`src/tcc_pkg.sv`:
```
// Shared types and constants of the text console cursor and scroll engine.
package tcc_pkg;

	localparam int CHAR_W = 7;

	// Opcodes carried on the input tuser bit.
	localparam logic OP_PUT  = 1'b0;
	localparam logic OP_READ = 1'b1;

	// Character codes.
	localparam logic [7:0] CH_SPACE = 8'h20;
	localparam logic [7:0] CH_TILDE = 8'h7E;
	localparam logic [7:0] CH_BS    = 8'h08;
	localparam logic [7:0] CH_TAB   = 8'h09;
	localparam logic [7:0] CH_LF    = 8'h0A;
	localparam logic [7:0] CH_CR    = 8'h0D;

	localparam int TAB_STEP = 4;
	localparam int TAB_MASK = 3;

	// Configuration register indexes.
	localparam logic [0:0] REG_COLUMNS = 1'b0;
	localparam logic [0:0] REG_ROWS    = 1'b1;

	typedef enum logic [4:0] {
		ST_CLEAR = 5'b00001,
		ST_IDLE  = 5'b00010,
		ST_COPY  = 5'b00100,
		ST_ZERO  = 5'b01000,
		ST_DONE  = 5'b10000
	} tcc_state_t;

	typedef struct packed {
		logic store;
		logic scroll;
	} tcc_put_flags_t;

endpackage

```
`src/tcc_cursor.sv`:
```
// Next-cursor logic for one put: character decode, wrap and scroll detection.
module tcc_cursor #(
	parameter int MAX_COLS = 128,
	parameter int MAX_ROWS = 64,
	localparam int CLW = $clog2(MAX_COLS),
	localparam int RW  = $clog2(MAX_ROWS),
	localparam int NCW = $clog2(MAX_COLS + 1),
	localparam int NRW = $clog2(MAX_ROWS + 1)
) (
	input  logic [7:0]              char_code,
	input  logic [CLW-1:0]          col,
	input  logic [RW-1:0]           row,
	input  logic [NCW-1:0]          nc,
	input  logic [NRW-1:0]          nr,
	output logic [CLW-1:0]          next_col,
	output logic [RW-1:0]           next_row,
	output tcc_pkg::tcc_put_flags_t flags
);

	localparam int NW  = CLW + 1;
	localparam int RW1 = RW + 1;

	logic [NW-1:0]  ncol;
	logic [RW1-1:0] nrow;

	always_comb begin
		ncol = NW'(col);
		nrow = RW1'(row);
		flags.store = 1'b0;
		flags.scroll = 1'b0;
		if (char_code >= tcc_pkg::CH_SPACE && char_code <= tcc_pkg::CH_TILDE) begin
			flags.store = (NW'(col) < NW'(nc)) && (RW1'(row) < RW1'(nr));
			ncol = NW'(col) + NW'(1);
		end else begin
			unique case (char_code)
				tcc_pkg::CH_BS: begin
					if (col != '0) begin
						ncol = NW'(col) - NW'(1);
					end
				end
				tcc_pkg::CH_TAB: begin
					ncol = (NW'(col) + NW'(tcc_pkg::TAB_STEP)) & ~NW'(tcc_pkg::TAB_MASK);
				end
				tcc_pkg::CH_LF: begin
					ncol = '0;
					nrow = RW1'(row) + RW1'(1);
				end
				tcc_pkg::CH_CR: begin
					ncol = '0;
				end
				default: begin
				end
			endcase
		end

		// wrap past the last column
		if (ncol >= NW'(nc)) begin
			ncol = '0;
			nrow = nrow + RW1'(1);
		end

		// past the last row: pin to the bottom row and request a scroll
		if (nrow >= RW1'(nr)) begin
			flags.scroll = 1'b1;
			nrow = RW1'(nr) - RW1'(1);
		end
	end

	assign next_col = CLW'(ncol);
	assign next_row = RW'(nrow);

endmodule
```
`config.mk`:
```
export PLATFORM = sky130hd
export DESIGN_NAME = tcc_cursor
export DESIGN_NICKNAME = d
export VERILOG_FILES = /design/src/tcc_pkg.sv /design/src/tcc_cursor.sv
export SDC_FILE = /design/constraint.sdc
export NUM_CORES = 1
export LEC_CHECK = 0
export ABC_AREA = 1
export BUFFER_PORTS_ARGS = -buffer_cell sky130_fd_sc_hd__clkbuf_2
export CORE_AREA = 10 10 78 80
export DETAILED_ROUTE_END_ITERATION = 8
export DIE_AREA = 0 0 88 90
export MAX_ROUTING_LAYER = met4
export PLACE_DENSITY = 0.76
export SLEW_MARGIN = 10
export SYNTH_ARGS = -nofsm -noshare
export SYNTH_HDL_FRONTEND = slang
export SYNTH_SLANG_ARGS = --single-unit
export TNS_END_PERCENT = 10
```
`constraint.sdc`:
```
create_clock -name vclk -period 5.1
set_clock_uncertainty 0.15 [all_clocks]
set_input_delay 0.51 -clock vclk [all_inputs]
set_output_delay 0.51 -clock vclk [all_outputs]
set_load 0.02 [all_outputs]
```
==> metrics.md <==
| Metric | Value |
|---|---|
| Initial DRC count | `154` |
| N_diodes | `0` |
| Crit-path max FO | `7` |
| Max VDD drop | `0.0531 mV` |
| Final Max Slew Viols | `0` |
| Sequential cell count | `0` |
| Die area | `7920 um2` |
| Layout Utilization | `51.9%` |
| Pin slew with the least headroom to its limit | `344 ps` |
| Endpoints failing setup | `0` |
| PortBufs | `51` |
| Sequential element share of the synthesized area | `0%` |
| CTS Hold Bufs | `0` |
| Placed Area | `2290 um2` |
| Most common cell after layout, fill and taps aside | `nand2_1` |
| Die Ht | `90 um` |
| Critical setup path kind | `input port to output port` |
| Final Net Count | `486` |
| Final Non-Filler Cells | `468` |
| Power density cells | `104 nW/um2` |
| Layout clock buffer count | `0` |
| DRC violations left | `0` |
| Antenna Nets Post-Route | `0` |
| Yosys top cell by area | `ha_1` |
| DR pass1 iterations | `4` |
| Layout area overhead | `20.9%` |
| Endpoints failing hold | `0` |
| Placed instance count | `460` |
| Initial core utilization | `42.9%` |
| Per-cell routed wire length | `12.8 um` |
| Most frequent cells in the layout | `nand2_1 (102), inv_1 (53), clkbuf_2 (50)` |
| Max transition margin | `76.9%` |
| First-pass GRT wire length | `10.1 mm` |
| Syn_nets | `426` |
| Avg Vias per Cell | `5.18` |
| Status | `completed` |
| Post-Syn Area per Cell | `5.54 um2` |
| Leakage | `1.41 nW` |
| Synth top area share | `21.6%` |
| Synth unique cells | `31` |
| Layout cell share with drive strength beyond 1 | `24.6%` |
| WP data required | `4440 ps` |
| Period utilization | `94.5%` |
| FP Rows | `25` |
| Largest net degree at the start of global routing | `18` |
| Routed WL | `5.99 mm` |
| Core area | `4600 um2` |
| Synth Instances | `356` |
| Synth area leaders | `ha_1 (22%), nand2_1 (19%), inv_1 (10%)` |
| WHS | `1260 ps` |
| Tot GR Track Use | `14.6%` |
| Crit path time final | `4820 ps` |
| Achievable Freq | `0.207 GHz` |
| Crit. End Element | `output port` |
| Grt ovf | `0` |
| Syn. warnings | `0` |
| Synth Cell Area | `1970 um2` |
| Register area | `0 um2` |
| Post-route cell area | `2380 um2` |
| WP data arrival | `4160 ps` |
| DP HPWL | `4.93 mm` |
| Min-delay worst type | `input port to output port` |
| Final weighted congestion in routability-driven placement | `0.990` |
| Number of global-route vias before repair | `2,327` |
| Initial antenna violation count | `0` |
| Maxcap violations | `0` |
| Die W | `88 um` |
| Vias | `2,422` |
| I/O Pins | `51` |
| Startpoint type of the worst setup path | `input port` |
[metal layers]
metal	track usage [%]	wire length, um	vias to the layer above
met3	1.44	326	8
met4	1.33	63	0
met2	27.4	3060	66
li1	-	-	1271
met5	-	0	-
met1	16.5	2540	1077
[worst max-delay path: stages]
cell and delay [ps]:
clkbuf_2 200, ha_1 250, nand3_1 150, xor2_1 170, nor2_1 70, nor3_2 160, o21ai_1 80, nand2_1 110
inv_1 60, ha_1 260, nand2_1 70, nor2_2 140, nand4_1 190, nand3_4 170, buf_4 130, nand4_1 90
nand2_1 70, nand2_1 70, ha_1 300, inv_1 50, o31a_1 280, nand3_1 100, buf_4 160, nand2_1 70
o21ai_2 50, clkbuf_2 170
[cells in the mapped netlist, types with 2 or more instances]
| library cell | number |
|---|---|
| a21oi_1 | 14 |
| a21oi_2 | 2 |
| buf_2 | 2 |
| ha_1 | 34 |
| inv_1 | 55 |
| inv_2 | 7 |
| nand2_1 | 102 |
| nand2_2 | 8 |
| nand2_4 | 2 |
| nand3_1 | 20 |
| nand4_1 | 12 |
| nor2_1 | 34 |
| nor2_2 | 2 |
| nor2_4 | 6 |
| nor3_1 | 10 |
| o211ai_1 | 3 |
| o21ai_0 | 10 |
| o21ai_1 | 5 |
| o21ai_2 | 3 |
| o22ai_1 | 2 |
| or2_2 | 2 |
| xor2_1 | 12 |
[path summary, 6_finish.rpt]
kind                  startpoint           to  cells past startpoint
worst max-delay path      col[3]  next_row[3]                     26
worst min-delay path       nc[7]     flags[1]                      3
[logic make-up (layout without fill, tap and decap cells)]
logic type               count (synthesis)  count (layout)  synth area share, %
AO/OA/AOI/OAI                           43              43                 12.9
XOR/XNOR                                13              13                 5.77
adder cells (fa/ha/maj)                 34              34                 21.6
buffers and inverters                   65             122                 12.6
AND/OR/NAND/NOR                        201             202                 47.1
[stage by stage]
| stage | setup TNS, ps | setup slack [ps] | total power [mW] |
|---|---|---|---|
| floorplan | 0 | 330 | 0.154 |
| global placement | 0 | 251 | 0.225 |
| detailed placement | 0 | 199 | 0.228 |
| CTS | 0 | 194 | 0.230 |
| global route | -83.8 | -24.1 | 0.280 |
| finish | 0 | 281 | 0.248 |
[cell type report]
cell class | instances | area [um2]
fillers | 474 | 2210
multi-input cells | 292 | 1760
repair buffers | 59 | 315
inverters | 63 | 241
well taps | 54 | 67.6
[timing repair]
action,CTS,global route
endpoints found under the setup margin,0,7
resized for setup,0,10
setup buffers,0,7
endpoints found under the hold margin,0,0
[where the power goes]
group          internal (mW)  total (mW)  switching (mW)  leakage, nW
Clock                      0           0               0            0
Combinational         0.0926       0.248           0.155         1.41
Sequential                 0           0               0            0
Total                 0.0926       0.248           0.155         1.41
Power figures use the tool's default switching activity.
